--- src/rtl/tga_rle_pkg.sv ---
// Package for the TGA pixel data decoder: field widths, action, status and
// register index codes, and the channel swizzle function. No dependencies.
`timescale 1ns / 1ps

package tga_rle_pkg;

  // Default largest image side
  localparam int MAX_SIDE_DEF = 1024 * 16;

  // Fixed field widths
  localparam int SIDE_W   = 15;   // width and height registers
  localparam int AREA_W   = 32;   // row bases and pixel counts
  localparam int INDEX_W  = 28;   // destination pixel index
  localparam int CFG_IDX_W = 3;
  localparam int CFG_DAT_W = 15;

  // Packet header fields
  localparam logic [7:0] RUN_BIT    = 8'b1000_0000;
  localparam logic [7:0] COUNT_MASK = 8'b0111_1111;

  // Input actions
  localparam logic [1:0] ACT_DATA = 2'd0;
  localparam logic [1:0] ACT_STEP = 2'd1;
  localparam logic [1:0] ACT_END  = 2'd2;

  // Result status codes
  localparam logic [1:0] ST_OK       = 2'd0;
  localparam logic [1:0] ST_REJECT   = 2'd1;
  localparam logic [1:0] ST_TRUNCATE = 2'd2;

  // Register indexes
  localparam logic [CFG_IDX_W-1:0] CFG_CHANNELS = 3'd0;
  localparam logic [CFG_IDX_W-1:0] CFG_WIDTH    = 3'd1;
  localparam logic [CFG_IDX_W-1:0] CFG_HEIGHT   = 3'd2;
  localparam logic [CFG_IDX_W-1:0] CFG_RLE      = 3'd3;
  localparam logic [CFG_IDX_W-1:0] CFG_FLIP     = 3'd4;

  // Reorder stored B,G,R,A bytes into R,G,B,A channel order
  function automatic logic [31:0] swizzle(input logic [31:0] b, input logic [2:0] n);
    logic [31:0] v;
    unique case (n)
      3'd1:    v = {24'd0, b[7:0]};
      3'd2:    v = {16'd0, b[7:0], b[15:8]};
      3'd3:    v = {8'd0, b[7:0], b[15:8], b[23:16]};
      default: v = {b[31:24], b[7:0], b[15:8], b[23:16]};
    endcase
    return v;
  endfunction

endpackage

--- src/rtl/tga_rle_pixel_decoder.sv ---
// TGA pixel data decoder: raw/run-length packets, swizzle, destination index.
// An accepted input beat passes the input stage and the result register.
// Throughput: one beat per cycle unless out_stall holds a result; the packet
// and position state updates once per beat; (height-1)*width is registered.
// Reset (rst_n low, synchronous) restores register defaults and clears state.
// Depends on tga_rle_pkg.
`timescale 1ns / 1ps

module tga_rle_pixel_decoder
  import tga_rle_pkg::*;
#(
  parameter int MAX_SIDE = MAX_SIDE_DEF
) (
  input  logic                 clk,
  input  logic                 rst_n,
  // config write port
  input  logic                 cfg_we,
  input  logic [CFG_IDX_W-1:0] cfg_index,
  input  logic [CFG_DAT_W-1:0] cfg_data,
  // input channel
  input  logic                 in_valid,
  output logic                 in_stall,
  input  logic [1:0]           in_action,
  input  logic [7:0]           in_data_byte,
  // result channel
  output logic                 out_valid,
  input  logic                 out_stall,
  output logic                 out_pixel_valid,
  output logic [INDEX_W-1:0]   out_pixel_index,
  output logic [31:0]          out_pixel_value,
  output logic                 out_run_pending,
  output logic                 out_image_done,
  output logic [1:0]           out_status
);

  // column/row counter width
  localparam int CNT_W = (MAX_SIDE <= 1) ? 1 :
                         (MAX_SIDE > 32768) ? SIDE_W : $clog2(MAX_SIDE);

  // config registers
  logic [2:0]        chan_r;
  logic [SIDE_W-1:0] width_r, height_r;
  logic              rle_r, flip_r;
  logic [AREA_W-1:0] last_base_r;   // (height - 1) * width

  // input stage
  logic       s1_vld_r;
  logic [1:0] s1_action_r;
  logic [7:0] s1_byte_r;

  // decoder state
  logic              eh_r, eh_nxt;
  logic [1:0]        bp_r, bp_nxt;
  logic [23:0]       partial_r, partial_nxt;
  logic [6:0]        prem_r, prem_nxt;
  logic              pir_r, pir_nxt;
  logic [6:0]        rp_r, rp_nxt;
  logic [31:0]       held_r, held_nxt;
  logic [CNT_W-1:0]  col_r, col_nxt;
  logic [CNT_W-1:0]  row_r, row_nxt;
  logic [AREA_W-1:0] base_r, base_nxt;   // row * width
  logic              fin_r, fin_nxt;

  // result register
  logic               out_valid_r;
  logic               out_pv_r, out_pv_nxt;
  logic [INDEX_W-1:0] out_idx_r, out_idx_nxt;
  logic [31:0]        out_val_r, out_val_nxt;
  logic               out_rp_r;
  logic               out_done_r;
  logic [1:0]         out_status_r, out_status_nxt;

  // effective register values
  logic [2:0]        eff_n;
  logic [SIDE_W-1:0] eff_w, eff_h;
  logic [29:0]       area_prod;

  always_comb begin
    if (chan_r == 3'd0) eff_n = 3'd1;
    else if (chan_r > 3'd4) eff_n = 3'd4;
    else eff_n = chan_r;

    if (width_r == '0) eff_w = SIDE_W'(1);
    else if (32'(width_r) > 32'(MAX_SIDE)) eff_w = SIDE_W'(MAX_SIDE);
    else eff_w = width_r;

    if (height_r == '0) eff_h = SIDE_W'(1);
    else if (32'(height_r) > 32'(MAX_SIDE)) eff_h = SIDE_W'(MAX_SIDE);
    else eff_h = height_r;
  end

  assign area_prod = 30'(eff_h - SIDE_W'(1)) * 30'(eff_w);

  // handshake
  logic adv, fire;
  assign adv      = !out_valid_r || !out_stall;
  assign fire     = s1_vld_r && adv;
  assign in_stall = !rst_n || (s1_vld_r && !adv);

  // index, pixels left and byte assembly
  logic [AREA_W-1:0] idx, left;
  logic [31:0]       all_bytes, asm_value;
  logic [SIDE_W:0]   col_inc, row_inc;

  always_comb begin
    if (flip_r) idx = last_base_r - base_r + AREA_W'(col_r);
    else idx = base_r + AREA_W'(col_r);
    left      = last_base_r - base_r + AREA_W'(eff_w) - AREA_W'(col_r);
    all_bytes = {8'd0, partial_r} | (32'(s1_byte_r) << {bp_r, 3'b000});
    asm_value = swizzle(all_bytes, eff_n);
    col_inc   = (SIDE_W+1)'(col_r) + (SIDE_W+1)'(1);
    row_inc   = (SIDE_W+1)'(row_r) + (SIDE_W+1)'(1);
  end

  // next state for the beat in the input stage
  always_comb begin
    logic px;
    eh_nxt = eh_r;  bp_nxt = bp_r;  partial_nxt = partial_r;
    prem_nxt = prem_r;  pir_nxt = pir_r;  rp_nxt = rp_r;
    held_nxt = held_r;  col_nxt = col_r;  row_nxt = row_r;
    base_nxt = base_r;  fin_nxt = fin_r;
    px = 1'b0;
    out_val_nxt = '0;
    out_status_nxt = ST_OK;

    unique case (s1_action_r)
      ACT_DATA: begin
        if (!fin_r) begin
          if (rp_r != '0) begin
            out_status_nxt = ST_REJECT;
          end else if (rle_r && eh_r) begin
            // packet header
            pir_nxt  = (s1_byte_r & RUN_BIT) != 8'd0;
            prem_nxt = 7'(s1_byte_r & COUNT_MASK);
            eh_nxt   = 1'b0;
          end else if (3'(bp_r) + 3'd1 < eff_n) begin
            partial_nxt = all_bytes[23:0];
            bp_nxt      = bp_r + 2'd1;
          end else begin
            // last byte of a pixel
            px          = 1'b1;
            out_val_nxt = asm_value;
            partial_nxt = '0;
            bp_nxt      = '0;
            if (rle_r) begin
              if (pir_r) begin
                held_nxt = asm_value;
                rp_nxt   = prem_r;
                prem_nxt = '0;
                if (prem_r == '0) eh_nxt = 1'b1;
              end else if (prem_r == '0) begin
                eh_nxt = 1'b1;
              end else begin
                prem_nxt = prem_r - 7'd1;
              end
            end
          end
        end
      end
      ACT_STEP: begin
        if (!fin_r && rp_r != '0) begin
          px          = 1'b1;
          out_val_nxt = held_r;
          rp_nxt      = rp_r - 7'd1;
          if (rp_r == 7'd1) eh_nxt = 1'b1;
        end
      end
      ACT_END: begin
        if (!fin_r && AREA_W'(rp_r) < left) out_status_nxt = ST_TRUNCATE;
      end
      default: ;
    endcase

    // advance the write position after a pixel
    if (px) begin
      if (col_inc >= {1'b0, eff_w}) begin
        col_nxt = '0;
        if (row_inc >= {1'b0, eff_h}) begin
          row_nxt  = '0;
          base_nxt = '0;
          fin_nxt  = 1'b1;
          rp_nxt   = '0;
          eh_nxt   = 1'b0;
        end else begin
          row_nxt  = row_inc[CNT_W-1:0];
          base_nxt = base_r + AREA_W'(eff_w);
        end
      end else begin
        col_nxt = col_inc[CNT_W-1:0];
      end
    end

    out_pv_nxt  = px;
    out_idx_nxt = px ? idx[INDEX_W-1:0] : '0;
  end

  // config, restart and decoder state
  logic cfg_hit, cfg_rle_new;
  assign cfg_hit     = cfg_we && (cfg_index <= CFG_FLIP);
  assign cfg_rle_new = (cfg_index == CFG_RLE) ? cfg_data[0] : rle_r;

  always_ff @(posedge clk) begin
    if (!rst_n) begin
      chan_r <= 3'd4;  width_r <= SIDE_W'(1);  height_r <= SIDE_W'(1);
      rle_r <= 1'b0;  flip_r <= 1'b0;
      eh_r <= 1'b0;  bp_r <= '0;  partial_r <= '0;  prem_r <= '0;
      pir_r <= 1'b0;  rp_r <= '0;  held_r <= '0;  col_r <= '0;
      row_r <= '0;  base_r <= '0;  fin_r <= 1'b0;
      last_base_r <= '0;
    end else begin
      last_base_r <= {2'b00, area_prod};
      if (cfg_hit) begin
        unique case (cfg_index)
          CFG_CHANNELS: chan_r   <= cfg_data[2:0];
          CFG_WIDTH:    width_r  <= cfg_data;
          CFG_HEIGHT:   height_r <= cfg_data;
          CFG_RLE:      rle_r    <= cfg_data[0];
          default:      flip_r   <= cfg_data[0];
        endcase
        // restart decoding
        eh_r <= cfg_rle_new;  bp_r <= '0;  partial_r <= '0;  prem_r <= '0;
        pir_r <= 1'b0;  rp_r <= '0;  held_r <= '0;  col_r <= '0;
        row_r <= '0;  base_r <= '0;  fin_r <= 1'b0;
      end else if (fire) begin
        eh_r <= eh_nxt;  bp_r <= bp_nxt;  partial_r <= partial_nxt;
        prem_r <= prem_nxt;  pir_r <= pir_nxt;  rp_r <= rp_nxt;
        held_r <= held_nxt;  col_r <= col_nxt;  row_r <= row_nxt;
        base_r <= base_nxt;  fin_r <= fin_nxt;
      end
    end
  end

  // input stage and result register
  always_ff @(posedge clk) begin
    if (!rst_n) begin
      s1_vld_r    <= 1'b0;
      out_valid_r <= 1'b0;
    end else begin
      if (!in_stall) s1_vld_r <= in_valid;
      if (adv) out_valid_r <= s1_vld_r;
    end
  end

  always_ff @(posedge clk) begin
    if (!in_stall && in_valid) begin
      s1_action_r <= in_action;
      s1_byte_r   <= in_data_byte;
    end
    if (fire) begin
      out_pv_r     <= out_pv_nxt;
      out_idx_r    <= out_idx_nxt;
      out_val_r    <= out_val_nxt;
      out_rp_r     <= rp_nxt != '0;
      out_done_r   <= fin_nxt;
      out_status_r <= out_status_nxt;
    end
  end

  assign out_valid       = out_valid_r;
  assign out_pixel_valid = out_pv_r;
  assign out_pixel_index = out_idx_r;
  assign out_pixel_value = out_val_r;
  assign out_run_pending = out_rp_r;
  assign out_image_done  = out_done_r;
  assign out_status      = out_status_r;

  // consistency checks
  a_fin_idle: assert property (@(posedge clk) disable iff (!rst_n)
    fin_r |-> (rp_r == '0 && !eh_r))
    else $error("finished image still has repeats or header pending");

  a_raw_no_runs: assert property (@(posedge clk) disable iff (!rst_n)
    !rle_r |-> (rp_r == '0 && !eh_r))
    else $error("raw mode holds packet state");

  a_runs_no_header: assert property (@(posedge clk) disable iff (!rst_n)
    (rp_r != '0) |-> !eh_r)
    else $error("header expected while repeats pending");

  a_byte_pos: assert property (@(posedge clk) disable iff (!rst_n)
    !cfg_we |=> ({1'b0, bp_r} < eff_n))
    else $error("byte position beyond channel count");

  a_col_range: assert property (@(posedge clk) disable iff (!rst_n)
    !cfg_we |=> ((SIDE_W+1)'(col_r) < {1'b0, eff_w}))
    else $error("column beyond image width");

endmodule

--- config.mk ---
export PLATFORM = sky130hd
export DESIGN_NAME = tga_rle_pixel_decoder
export DESIGN_NICKNAME = d
export VERILOG_FILES = /design/src/rtl/tga_rle_pkg.sv /design/src/rtl/tga_rle_pixel_decoder.sv
export SDC_FILE = /design/constraint.sdc
export NUM_CORES = 1
export LEC_CHECK = 0
export BUFFER_PORTS_ARGS = -buffer_cell sky130_fd_sc_hd__buf_2
export CAP_MARGIN = 20
export CORE_AREA = 2 2 246 248
export DETAILED_ROUTE_END_ITERATION = 8
export DIE_AREA = 0 0 248 250
export SLEW_MARGIN = 25
export SYNTH_ARGS = -nofsm -noshare
export SYNTH_HDL_FRONTEND = slang
export SYNTH_SLANG_ARGS = --single-unit
--- constraint.sdc ---
create_clock -name clk -period 18.4 [get_ports clk]
set_clock_uncertainty 0.05 [all_clocks]
set_input_delay 0.92 -clock clk [delete_from_list [all_inputs] [get_ports clk]]
set_output_delay 0.92 -clock clk [all_outputs]
set_load 0.005 [all_outputs]
Yosys cells after proc, flatten, opt, wreduce, memory -nomap -nowiden. Index checks and enable logic that the tools add are counted.

Bits in registers: 279. Latch bits: 0. RAM bits: 0. ROM bits: 0. Input bits: 33. Output and inout bits: 67. Logic and storage cells: 169. Memories: 0.

Add/subtract/negate cells: 13. Multipliers: 1. Divide/modulo/power cells: 0. Order comparisons: 8. Eq/ne operators: 11. Shifts and indexed selects: 1. Mux-type cells: 63. Bitwise gates (word level): 7. Reductions and logical operators: 37.

Operators with widths (number): 2-to-1 mux 32 bit (6); 2-to-1 mux 7 bit (15); one-hot mux 32 bit (3 select lines) (1); adder 32 x 15 -> 32 bit (2); one-hot mux 32 bit (2 select lines) (1); 2-to-1 mux 15 bit (4); adder 28 x 14 -> 28 bit (2); less-than comparator 7 x 32 -> 1 bit (1); bitwise OR 24 x 32 -> 32 bit (1); << shifter 8 x 5 -> 32 bit (1); subtractor 32 x 14 -> 32 bit (1); subtractor 32 bit (1); adder 14 x 1 -> 15 bit, second input constant (2); greater-or-equal comparator 15 bit (2); greater-than comparator 15 bit, second input constant (2); logical NOT 15 bit (2); multiplier 16 x 16 -> 30 bit (1); 2-to-1 mux 14 bit (2); 2-to-1 mux 28 bit (1); 2-to-1 mux 1 bit (24); 2-to-1 mux 24 bit (1); subtractor 15 x 1 -> 16 bit, second input constant (1); one-hot mux 7 bit (2 select lines) (1); nonzero test 7 bit (2); 32 further kinds (64).

Depth between registers and ports, before layout. Gate-level depths: netlist of the first run.

Depth after elaboration: 14. Depth in mapped cells: 36.

Worst setup path after synthesis of the first run. OpenSTA, ideal clock, no wires.

Path kind: register to register. Start: register height_r[12]. End: register last_base_r[26]. Library setup time: 0.128 ns. Arrival time: 8.245 ns. Data required time: 18.222 ns. Slack: 9.978 ns. Cell stages (with the launch flop): 34. Period minus slack after synthesis: 8.422 ns. Path through: dfxtp_1 > or4_1 > nor4_1 > a31oi_1 > nor2_1 > inv_1 > ha_1 > clkbuf_1 > nand4_1 > or2_2 > nor2_1 > xnor2_1 > nand2_1 > fa_1 > fa_1 > inv_1 > fa_1 > fa_1 > fa_1 > inv_1 > fa_1 > inv_1 > ha_1 > a21o_1 > a21oi_1 > nor2b_1 > a311oi_1 > o21ai_0 > a311o_1 > a2111oi_0 > nor3_1 > a31oi_1 > xor2_1 > nor2_1.

Longest elaborated chain between the ends: 5. Elaborated cells on any way between the ends: 6. Those cells by class: add/sub (1); mul (1); order compare (1); mux (2); reduce/logical (1).

RTL lines: start: declaration (RTL line tga_rle_pixel_decoder.sv:42) `logic [SIDE_W-1:0] width_r, height_r;`; start signal: assignment (RTL line tga_rle_pixel_decoder.sv:216) `CFG_HEIGHT: height_r <= cfg_data;`; greater-than comparator 15 bit (RTL line tga_rle_pixel_decoder.sv:88) `else if (32'(height_r) > 32'(MAX_SIDE)) eff_h = SIDE_W'(MAX_SIDE);`; 2-to-1 mux 15 bit (RTL line tga_rle_pixel_decoder.sv:88); 2-to-1 mux 15 bit (*) (RTL line tga_rle_pixel_decoder.sv:87) `if (height_r == '0) eff_h = SIDE_W'(1);`; subtractor 15 x 1 -> 16 bit (*) (RTL line tga_rle_pixel_decoder.sv:92) `assign area_prod = 30'(eff_h - SIDE_W'(1)) * 30'(eff_w);`; multiplier 16 x 16 -> 30 bit (*) (RTL line tga_rle_pixel_decoder.sv:92); end signal: assignment (RTL line tga_rle_pixel_decoder.sv:211) `last_base_r <= {2'b00, area_prod};`; end: declaration (RTL line tga_rle_pixel_decoder.sv:44) `logic [AREA_W-1:0] last_base_r;`.

Every way passes the cells marked *; elsewhere a longest branch is shown, timed or not. A chain may end at the register's enable or synchronous reset.

Final worst setup path of the first run. Ends and elaborated chain as after synthesis.

==> summary.txt, run 1 <==
Worst hold path
  – Worst min-delay path class: register to register

Cells and area
  – Antenna diode count: 0
  – Fraction of final layout cells with drive strength greater than 1: 0.0703
  – Area Overhead vs Synth: 10.6%
  – Leading cell type in the layout, fill and taps excluded: sky130_fd_sc_hd__inv_1
  – Most frequent cells in the layout: sky130_fd_sc_hd__inv_1 (415), sky130_fd_sc_hd__nand2_1 (400), sky130_fd_sc_hd__nor2_1 (358)
  – Number of filler cells placed in the layout: 5723
  – Share of the core filled with cells in the final layout: 0.492
  – Final net count: approximately 3800

Pwr
  – Power per cell area: 116 nW/µm²
  – Worst IR drop on VDD: approximately 110 µV
  – Static power due to leakage: ~0.013 µW

Timing
  – Slew at the pin closest to its max-slew limit: about 1.1 ns
  – Max Transition Viols Final: 0
  – Tightest hold margin: approximately 0.40 ns
  – Final count of negative-setup-slack endpoints: 0
  – Aggregate negative setup slack: 0 ns
  – Unrepaired setup endpoints after global routing: false
  – Max-slew headroom: 0.229
  – Portion of the clock cycle consumed by the worst path in the final layout: 0.515
  – Highest clock rate: 105 MHz
  – Number of hold-slack violations in the final timing report: 0
  – Time the worst path needs with I/O delays and setup: approximately 9.5 ns

Global routing
  – Global-route wire length before repair: 123 mm
  – Via count of the first global-routing pass: approximately 23000
  – Global routing usage summed across all routing layers: 0.253
  – Sum of overflow across all layers after global routing: 0
  – M3 GR Usage: 0.0303
  – Most Used Layer, Global Route: met2
  – GR Util met1: 0.320
  – Pin count of the biggest net entering global routing: 72
  – Initial antenna violation count: 0
  – Fraction of met2 tracks used by global routing: 0.442

Setup path
  – Register-to-Register Setup Slack: between 8 and 9 ns
  – Type of element capturing the critical path: register
  – Worst flop-to-flop path endpoint: last_base_r[26]$_SDFF_PN0_
  – Crit. path cell count: 33
  – Logic depth of the worst register-to-register path: 33
  – Crit path arrival time: 9.84 ns
  – Largest fanout on the critical path: 16
  – Delay-heaviest family, CP: adder cells
  – Setup crit start: height_r[12]$_SDFFE_PN0P_
  – Master of the slowest instance on the critical path: sky130_fd_sc_hd__xnor2_1
  – Critical Path Source Type: register
  – Crit path top cell by count: sky130_fd_sc_hd__fa_1
  – Critical path buffer and inverter count: 5
  – Reg-to-reg critical path startpoint: height_r[12]$_SDFFE_PN0P_
  – Type of the worst setup path: register to register
  – Critical Path Sink: last_base_r[26]$_SDFF_PN0_
  – Critical path data required time: about 19 ns
  – Maximum single-stage delay on the critical path: roughly 0.77 ns

CTS
  – Depth of the CTS H-tree: 2
  – CTS clk-pin slew, worst paths: 0.06 ns
  – Root buf cell: sky130_fd_sc_hd__clkbuf_16
  – Maximum root-to-sink buffer count: 3
  – Clock tree from TritonCTS: yes
  – Worst-Skew Late Latency: a little under 0.6 ns
  – Quantity of hold-fixing buffers added after cts: 0
  – Post-CTS Resized: 0
  – Count of clock tree sinks: approximately 280
  – Cts bufs inserted: 37
  – Post-CTS setup-driven buffer insertion count: 0

Synthesis
  – Sequential fraction of the synthesis area: 0.237
  – Cell variety after synth: 91
  – Async S/R FF share, synth: 0
  – Cell area after synthesis: roughly 27000 µm²
  – Count of flip-flops with a built-in enable after synthesis: 75
  – Most frequently used flop master after synthesis: sky130_fd_sc_hd__dfxtp_1
  – Cells after Synth: roughly 3200
  – Avg Cell Area, Syn: around 8.4 µm²
  – Seq cells post-synth: around 280
  – Number of warnings issued by yosys: 0

Floorplan
  – Area of the core: ~60000 µm²
  – Number of top-level pins: 100
  – Die area: ~62000 µm²
  – Vertical die dimension: approximately 250 µm
  – Die X: around 250 µm
  – Starting utilization of the core area: 0.445
  – Standard-cell rows: 90

Detailed routing
  – Vias per cell: between 5 and 6
  – Routed wire length per instance: roughly 19 µm
  – Via count: roughly 22000
  – Post-detailed-route count of antenna-violating nets: 0
  – Drt first-iter violations: between 1000 and 1500
  – Post-Route WL: ~77 mm
  – Number of detailed-route iterations in the first pass: 7
  – DR DRC count: 0

Place
  – Routability congestion estimate: around 0.93
  – Sum of net half-perimeters after detailed placement: approximately 62 mm
  – Count of input and output buffers: 99

Flow run
  – Max-cap violations: 0

Run status
  – Run status: finished, final reports clean
==> layer usage <==
| layer | vias up | share of wire |
|---|---|---|
| met5 | - | 0 |
| met4 | 0 | 0.034 |
| met3 | 147 | 0.048 |
| met2 | 605 | 0.49 |
| met1 | 10806 | 0.43 |
| li1 | 10717 | - |
==> cell type report <==
class                      count  area, µm²  area share
clock buffer                  48       1030      0.0351
clock inverter                19        292     0.00994
inverter                     423       1590      0.0541
multi-input combinational   2406      18400       0.628
sequential                   277       6300       0.215
tap                          782        978      0.0334
timing repair buffer         128        717      0.0245
==> logic make-up after synthesis <==
| family | Yosys count | synth area share |
|---|---|---|
| and+or+nand+nor | 1065 | 0.178 |
| AOI/OAI and AO/OA | 626 | 0.150 |
| buffers and inverters | 522 | 0.0740 |
| adders and majority gates | 466 | 0.289 |
| DFF | 277 | 0.237 |
| xor gates and xnor gates | 192 | 0.0642 |
| muxes | 18 | 0.00684 |
| other | 2 | 0.000283 |
==> state kept, by name, indices dropped and copies added (netlist names), 2 cells and up <==
name	flops
height_r	15
s1_action_r	2
held_r	32
col_r	14
rp_r	7
partial_r	24
s1_byte_r	8
out_pixel_index	28
out_pixel_value	32
width_r	15
base_r	32
row_r	14
chan_r	3
bp_r	2
prem_r	7
last_base_r	30
out_status	2
==> power by group <==
part	total (µW)	switching (µW)	internal (µW)
registers	668	13.9	654
clock network	777	304	473
logic	1970	1140	821
total	3410	1460	1950
==> worst min-delay path by stage <==
stage / depth (start not counted) / end / slack (ns) / start
global route: 2 / partial_r[13]$_SDFFE_PP0P_ / 0.42 / partial_r[13]$_SDFFE_PP0P_
global placement: 2 / partial_r[8]$_SDFFE_PP0P_ / 0.39 / partial_r[8]$_SDFFE_PP0P_
finish: 2 / partial_r[12]$_SDFFE_PP0P_ / 0.40 / partial_r[12]$_SDFFE_PP0P_
detailed placement: 2 / partial_r[12]$_SDFFE_PP0P_ / 0.39 / partial_r[12]$_SDFFE_PP0P_
floorplan: 2 / partial_r[10]$_SDFFE_PP0P_ / 0.38 / partial_r[10]$_SDFFE_PP0P_
CTS: 2 / partial_r[12]$_SDFFE_PP0P_ / 0.40 / partial_r[12]$_SDFFE_PP0P_
==> worst reg2reg max path, delay by kind of cell, from the launching register on <==
family | cells | cell delay (ns)
fa+ha+maj | 8 | 3.77
compound gates | 8 | 2.00
simple gates | 10 | 1.76
xor+xnor | 2 | 0.94
buf+inv | 5 | 0.49
flops | 1 | 0.34
==> cells in the mapped netlist (all sizes together), types with 18 or more instances <==
cell | instances | area (µm²)
a211oi | 44 | 335
a21o | 50 | 375
a21oi | 200 | 1020
a31oi | 18 | 119
and3 | 32 | 200
clkbuf | 89 | 334
dfxtp | 202 | 4040
edfxtp | 75 | 2250
fa | 245 | 4900
ha | 216 | 2700
inv | 418 | 1570
nand2 | 401 | 1510
nand2b | 28 | 175
nand3 | 46 | 230
nor2 | 358 | 1340
nor2b | 37 | 231
nor3 | 63 | 325
nor4 | 21 | 138
o21a | 19 | 143
o21ai | 150 | 754
xnor2 | 114 | 1010
xor2 | 77 | 674
==> through the flow <==
step | total power [µW] | area [µm²] | std cells | worst slack (ns)
2_1_floorplan | 2190 | 26700 | 3205 | 9.98
3_5_place_dp | 2620 | 28000 | 4015 | 9.06
3_3_place_gp | 2590 | 28000 | 4015 | 9.20
6_report | 3410 | 29300 | 4083 | 8.92
4_1_cts | 3420 | 29300 | 4082 | 9.02
5_1_grt | 3690 | 29300 | 4083 | 8.28
Power figures use the tool's default switching activity.
==> run 2: changes to the inputs <==
Clock period 18.4 ns to 9.5 ns, I/O delays scaled along.
==> run 2 against run 1 <==
Compared with the run above: count of clock-buffer cells in the layout shrank 4; routed wire length grew 0.77%; sequential share of layout area is essentially flat; core utilization grew 0.061 points; clock power grew 66%; die area is the same; first-iteration DRC count grew 11%; register-to-register slack lost 8.2 ns; maximum frequency grew 7.8%; largest power group unchanged.
==> summary.txt, run 2 (synthesis results as in run 1) <==
Detailed routing
  – Post-Route WL: 77.7 mm
  – Vias per cell: about 5.5
  – Number of detailed-route iterations in the first pass: 8
  – Routed wire length per instance: 18.9 µm
  – Via count: about 22000
  – Post-detailed-route count of antenna-violating nets: 0
  – Drt first-iter violations: roughly 1500
  – DR DRC count: 0

Timing
  – Aggregate negative setup slack: 0 ns
  – Final count of negative-setup-slack endpoints: 0
  – Tightest hold margin: between 0.04 and 0.05 ns
  – Unrepaired setup endpoints after global routing: false
  – Time the worst path needs with I/O delays and setup: between 8 and 9 ns
  – Max-slew headroom: 0.317
  – Max Transition Viols Final: 0
  – Highest clock rate: ~110 MHz
  – Number of hold-slack violations in the final timing report: 0
  – Portion of the clock cycle consumed by the worst path in the final layout: 0.926
  – Slew at the pin closest to its max-slew limit: between 1 and 1.5 ns

Floorplan
  – Die X: approximately 250 µm
  – Area of the core: between 50000 and 60000 µm²
  – Vertical die dimension: 250 µm
  – Die area: ~62000 µm²
  – Number of top-level pins: 100
  – Starting utilization of the core area: 0.445
  – Standard-cell rows: 90

Flow run
  – Max-cap violations: 0

Cells and area
  – Leading cell type in the layout, fill and taps excluded: sky130_fd_sc_hd__inv_1
  – Fraction of final layout cells with drive strength greater than 1: 0.0767
  – Final net count: about 3800
  – Number of standard cells in the layout, taps in and fillers out: approximately 4000
  – Area Overhead vs Synth: 10.7%
  – Antenna diode count: 0
  – Most frequent cells in the layout: sky130_fd_sc_hd__inv_1 (415), sky130_fd_sc_hd__nand2_1 (400), sky130_fd_sc_hd__nor2_1 (357)
  – Number of filler cells placed in the layout: roughly 5700
  – Design area: about 30000 µm²

Place
  – Count of input and output buffers: 99
  – Placed cell count: around 4000
  – Sum of net half-perimeters after detailed placement: between 60 and 70 mm
  – Area of placed instances: ~28000 µm²
  – Routability congestion estimate: 0.964

Pwr
  – Power per cell area: about 220 nW/µm²
  – Static power due to leakage: between 0.01 and 0.015 µW
  – Pwr Total: around 6400 µW
  – Worst IR drop on VDD: a little over 200 µV

CTS
  – Worst-Skew Late Latency: ~0.56 ns
  – Maximum root-to-sink buffer count: 3
  – Quantity of hold-fixing buffers added after cts: 0
  – Root buf cell: sky130_fd_sc_hd__clkbuf_16
  – Cts bufs inserted: 35
  – Count of clock tree sinks: roughly 280
  – Post-CTS Resized: 0
  – Post-CTS setup-driven buffer insertion count: 0
  – Depth of the CTS H-tree: 2
  – Clock tree from TritonCTS: yes
  – CTS clk-pin slew, worst paths: about 0.060 ns

Setup path
  – Register-to-Register Setup Slack: between 0.7 and 0.8 ns
  – Reg-to-reg critical path startpoint: height_r[12]$_SDFFE_PN0P_
  – Crit path top cell by count: sky130_fd_sc_hd__inv_1
  – Critical path data required time: 9.86 ns
  – Type of the worst setup path: register to register
  – Crit path arrival time: between 9 and 10 ns
  – Critical Path Source Type: register
  – Type of element capturing the critical path: register
  – Master of the slowest instance on the critical path: sky130_fd_sc_hd__fa_1
  – Largest fanout on the critical path: 6
  – Maximum single-stage delay on the critical path: 0.53 ns
  – Setup crit start: height_r[12]$_SDFFE_PN0P_

Global routing
  – Sum of overflow across all layers after global routing: 0
  – Via count of the first global-routing pass: ~23000
  – Pin count of the biggest net entering global routing: 57
  – Initial antenna violation count: 0
  – Global routing usage summed across all routing layers: 0.253
  – Global-route wire length before repair: around 120 mm

Worst hold path
  – Worst hold path startpoint: in_data_byte[2]
  – Worst min-delay path class: primary input to register

Run status
  – Run status: finished, final reports clean
[run 2: cell types whose count changed in the layout (fill, tap and decap cells not counted), moves of 2 or more]
cell                        before  now
sky130_fd_sc_hd__clkinv_1        5    9
sky130_fd_sc_hd__xor2_1         77   75
sky130_fd_sc_hd__inv_6           4    1
sky130_fd_sc_hd__clkbuf_1        6    9
sky130_fd_sc_hd__buf_4          28   56
sky130_fd_sc_hd__clkinv_4        0    2
sky130_fd_sc_hd__bufinv_16       5    2
sky130_fd_sc_hd__clkbuf_8        4    0
sky130_fd_sc_hd__nor3_1         61   59
sky130_fd_sc_hd__nor3_2          2    4
sky130_fd_sc_hd__xor2_2          0    2
sky130_fd_sc_hd__clkbuf_16      38   35
[run 2: cell type report]
class | instances | area [µm²] | share of cell area
sequential | 277 | 6300 | 0.214
clock buffer | 44 | 910 | 0.0310
timing repair buffer | 155 | 916 | 0.0312
multi-input combinational | 2406 | 18500 | 0.630
tap | 782 | 978 | 0.0333
inverter | 423 | 1590 | 0.0541
clock inverter | 18 | 188 | 0.00639
[run 2: path summary, 6_finish.rpt]
kind                                endpoint  cells past startpoint
setup reg to reg  last_base_r[26]$_SDFF_PN0_                     32
hold / removal        s1_byte_r[2]$_DFFE_PP_                      1
hold reg to reg   partial_r[15]$_SDFFE_PP0P_                      2
setup / recovery  last_base_r[26]$_SDFF_PN0_                     32
[run 2: metal layers]
layer	GRT usage	vias up	part of all wire
li1	-	10747	-
met1	0.321	10902	0.43
met2	0.444	647	0.49
met3	0.0302	140	0.052
met4	0.0808	0	0.031
met5	0	-	0
[run 2: worst max-delay path, delay by kind of cell, from the launching register on]
family / cells / cell delay [ns]
AO/OA/AOI/OAI: 8 / 2.24
adder cells (fa/ha/maj): 8 / 3.72
AND/OR/NAND/NOR: 7 / 1.39
flip-flops: 1 / 0.34
XOR/XNOR: 2 / 0.52
buffers and inverters: 7 / 0.40
[run 2: stage by stage]
step,setup WS [ns],util
after floorplan,1.08,-
after global placement,0.556,0.473
after detailed placement,0.454,0.473
after CTS,0.473,0.492
after global routing,0.0455,0.493
final,0.701,0.493
[run 2: power breakdown]
part	internal [µW]	total (µW)	switching, µW	leakage [µW]
clock	742	1290	550	0.000527
combinational	1600	3820	2220	0.00987
sequential	1270	1290	27.4	0.00234
==> run 3: changes to the inputs <==
Settings changed: BUFFER_PORTS_ARGS -buffer_cell sky130_fd_sc_hd__buf_2 to default, DONT_BUFFER_PORTS from default to 1, PLACE_DENSITY_LB_ADDON from default to 0.08.
==> run 3 against run 2 <==
Compared with the run above: register-to-register slack worse by 0.20 ns; critical path depth is 2 lower; maximum frequency down 2.2%; routed wire length grew 3.2%; sequential share of layout area up 0.13 points; non-clock buffer count shrank 69; largest power group unchanged.
==> summary.txt, run 3 (synthesis results as in run 1) <==
Timing
  – Number of hold-slack violations in the final timing report: 0
  – Slew at the pin closest to its max-slew limit: 1.03 ns
  – Max Transition Viols Final: 0
  – Post-layout worst setup margin: approximately 0.50 ns
  – Highest clock rate: between 100 and 150 MHz
  – Max-slew headroom: 0.308
  – Final count of negative-setup-slack endpoints: 0
  – Portion of the clock cycle consumed by the worst path in the final layout: 0.947
  – Time the worst path needs with I/O delays and setup: between 8 and 9 ns

Run status
  – Run status: finished, final reports clean

Floorplan
  – Number of top-level pins: 100
  – Die X: approximately 250 µm
  – Area of the core: about 60000 µm²
  – Vertical die dimension: 250 µm
  – Standard-cell rows: 90
  – Die area: 62000 µm²
  – Starting utilization of the core area: 0.445

Place
  – Sum of net half-perimeters after detailed placement: roughly 63 mm
  – Area of placed instances: between 20000 and 30000 µm²
  – Count of input and output buffers: 0
  – Worst setup timing slack at the placement stage: 0.398 ns
  – Routability congestion estimate: around 0.9

Cells and area
  – Most frequent cells in the layout: sky130_fd_sc_hd__inv_1 (414), sky130_fd_sc_hd__nand2_1 (400), sky130_fd_sc_hd__nor2_1 (358)
  – Final net count: 3722
  – Area Overhead vs Synth: 10.1%
  – Design area: 29200 µm²
  – Share of the core filled with cells in the final layout: 0.490
  – Antenna diode count: 0
  – Storage element area: between 6000 and 7000 µm²
  – Multi-input combinational cell area: approximately 18000 µm²
  – Number of filler cells placed in the layout: 5751
  – Leading cell type in the layout, fill and taps excluded: sky130_fd_sc_hd__inv_1
  – Fraction of final layout cells with drive strength greater than 1: 0.0480

Setup path
  – Type of element capturing the critical path: register
  – Largest fanout on the critical path: 7
  – Crit path top cell by count: sky130_fd_sc_hd__fa_1
  – Critical path data required time: slightly below 10 ns
  – Type of the worst setup path: register to register
  – Maximum single-stage delay on the critical path: about 0.68 ns
  – Master of the slowest instance on the critical path: sky130_fd_sc_hd__xor2_1
  – Critical Path Source Type: register
  – Crit path arrival time: roughly 9.3 ns

Global routing
  – Via count of the first global-routing pass: ~22000
  – Sum of overflow across all layers after global routing: 0
  – Initial antenna violation count: 3
  – Pin count of the biggest net entering global routing: a little over 70
  – Global-route wire length before repair: 125 mm
  – Global routing usage summed across all routing layers: 0.260

Pwr
  – Pwr Total: 6450 µW
  – Power per cell area: about 220 nW/µm²
  – Worst IR drop on VDD: roughly 190 µV
  – Static power due to leakage: about 0.012 µW

Flow run
  – Max-cap violations: 0

Detailed routing
  – Vias per cell: between 5 and 6
  – DR DRC count: 0
  – Number of detailed-route iterations in the first pass: 6
  – Via count: approximately 22000
  – Routed wire length per instance: ~20 µm
  – Drt first-iter violations: 1353
  – Post-detailed-route count of antenna-violating nets: 0
  – Post-Route WL: ~80 mm

CTS
  – Worst-Skew Late Latency: between 0.5 and 0.6 ns
  – Root buf cell: sky130_fd_sc_hd__clkbuf_16
  – Clock tree from TritonCTS: yes
  – Maximum root-to-sink buffer count: 3
  – Depth of the CTS H-tree: 2
  – CTS clk-pin slew, worst paths: ~0.060 ns
  – Cts bufs inserted: 34
  – Count of clock tree sinks: between 200 and 300

Worst hold path
  – Worst min-delay path class: primary input to register
==> run 3: cell type report <==
| class | count | area share |
|---|---|---|
| inverters | 423 | 0.0545 |
| clock inverters | 14 | 0.00579 |
| multi-input cells | 2406 | 0.632 |
| well taps | 782 | 0.0335 |
| repair buffers | 86 | 0.0247 |
| flip-flops and latches | 277 | 0.216 |
| clock buffers | 47 | 0.0333 |
==> run 3: where the power goes <==
group,switching (µW),total (µW),internal [µW]
Clock,542,1320,781
Combinational,2230,3830,1600
Sequential,29.5,1300,1270
Total,2800,6450,3640
==> run 3: per-layer routing <==
| layer | part of all wire | wire length (µm) | track usage |
|---|---|---|---|
| met2 | 0.49 | 39000 | 0.455 |
| met4 | 0.035 | 2810 | 0.0874 |
| met5 | 0.00016 | 13 | 0 |
| met3 | 0.049 | 3890 | 0.0351 |
| met1 | 0.43 | 34500 | 0.328 |
==> run 3: worst max-delay path: cells and delay by family, from the launching register on <==
family | cells | cell delay, ns
AND/OR/NAND/NOR | 8 | 1.57
flip-flops | 1 | 0.35
adder cells (fa/ha/maj) | 8 | 3.71
AO/OA/AOI/OAI | 8 | 2.01
buffers and inverters | 4 | 0.29
XOR/XNOR | 2 | 0.84
==> run 3: per-stage QoR <==
stage / instances / setup TNS (ns) / hold WS [ns]
2_1_floorplan: 3205 / 0 / 0.382
3_5_place_dp: 3944 / 0 / 0.393
6_report: 4035 / 0 / 0.0225
3_3_place_gp: 3944 / 0 / 0.388
4_1_cts: 4033 / 0 / 0.0000937
5_1_grt: 4035 / -0.0505 / 0.00646
==> run 3: timing repair <==
item / 4_1_cts / 5_1_grt
resized for setup: 0 / 6
setup buffers: 0 / 1
endpoints found under the hold margin: 37 / 0
endpoints found under the setup margin: 0 / 3
hold buffers: 28 / 0
==> run 3: final timing paths <==
check,endpoint,slack (ns),depth (start not counted),start
setup / recovery,last_base_r[26]$_SDFF_PN0_,0.50,30,height_r[12]$_SDFFE_PN0P_
hold / removal,width_r[1]$_SDFFE_PN0P_,0.02,2,cfg_data[1]
setup reg to reg,last_base_r[26]$_SDFF_PN0_,0.50,30,height_r[12]$_SDFFE_PN0P_
hold reg to reg,partial_r[9]$_SDFFE_PP0P_,0.40,2,partial_r[9]$_SDFFE_PP0P_
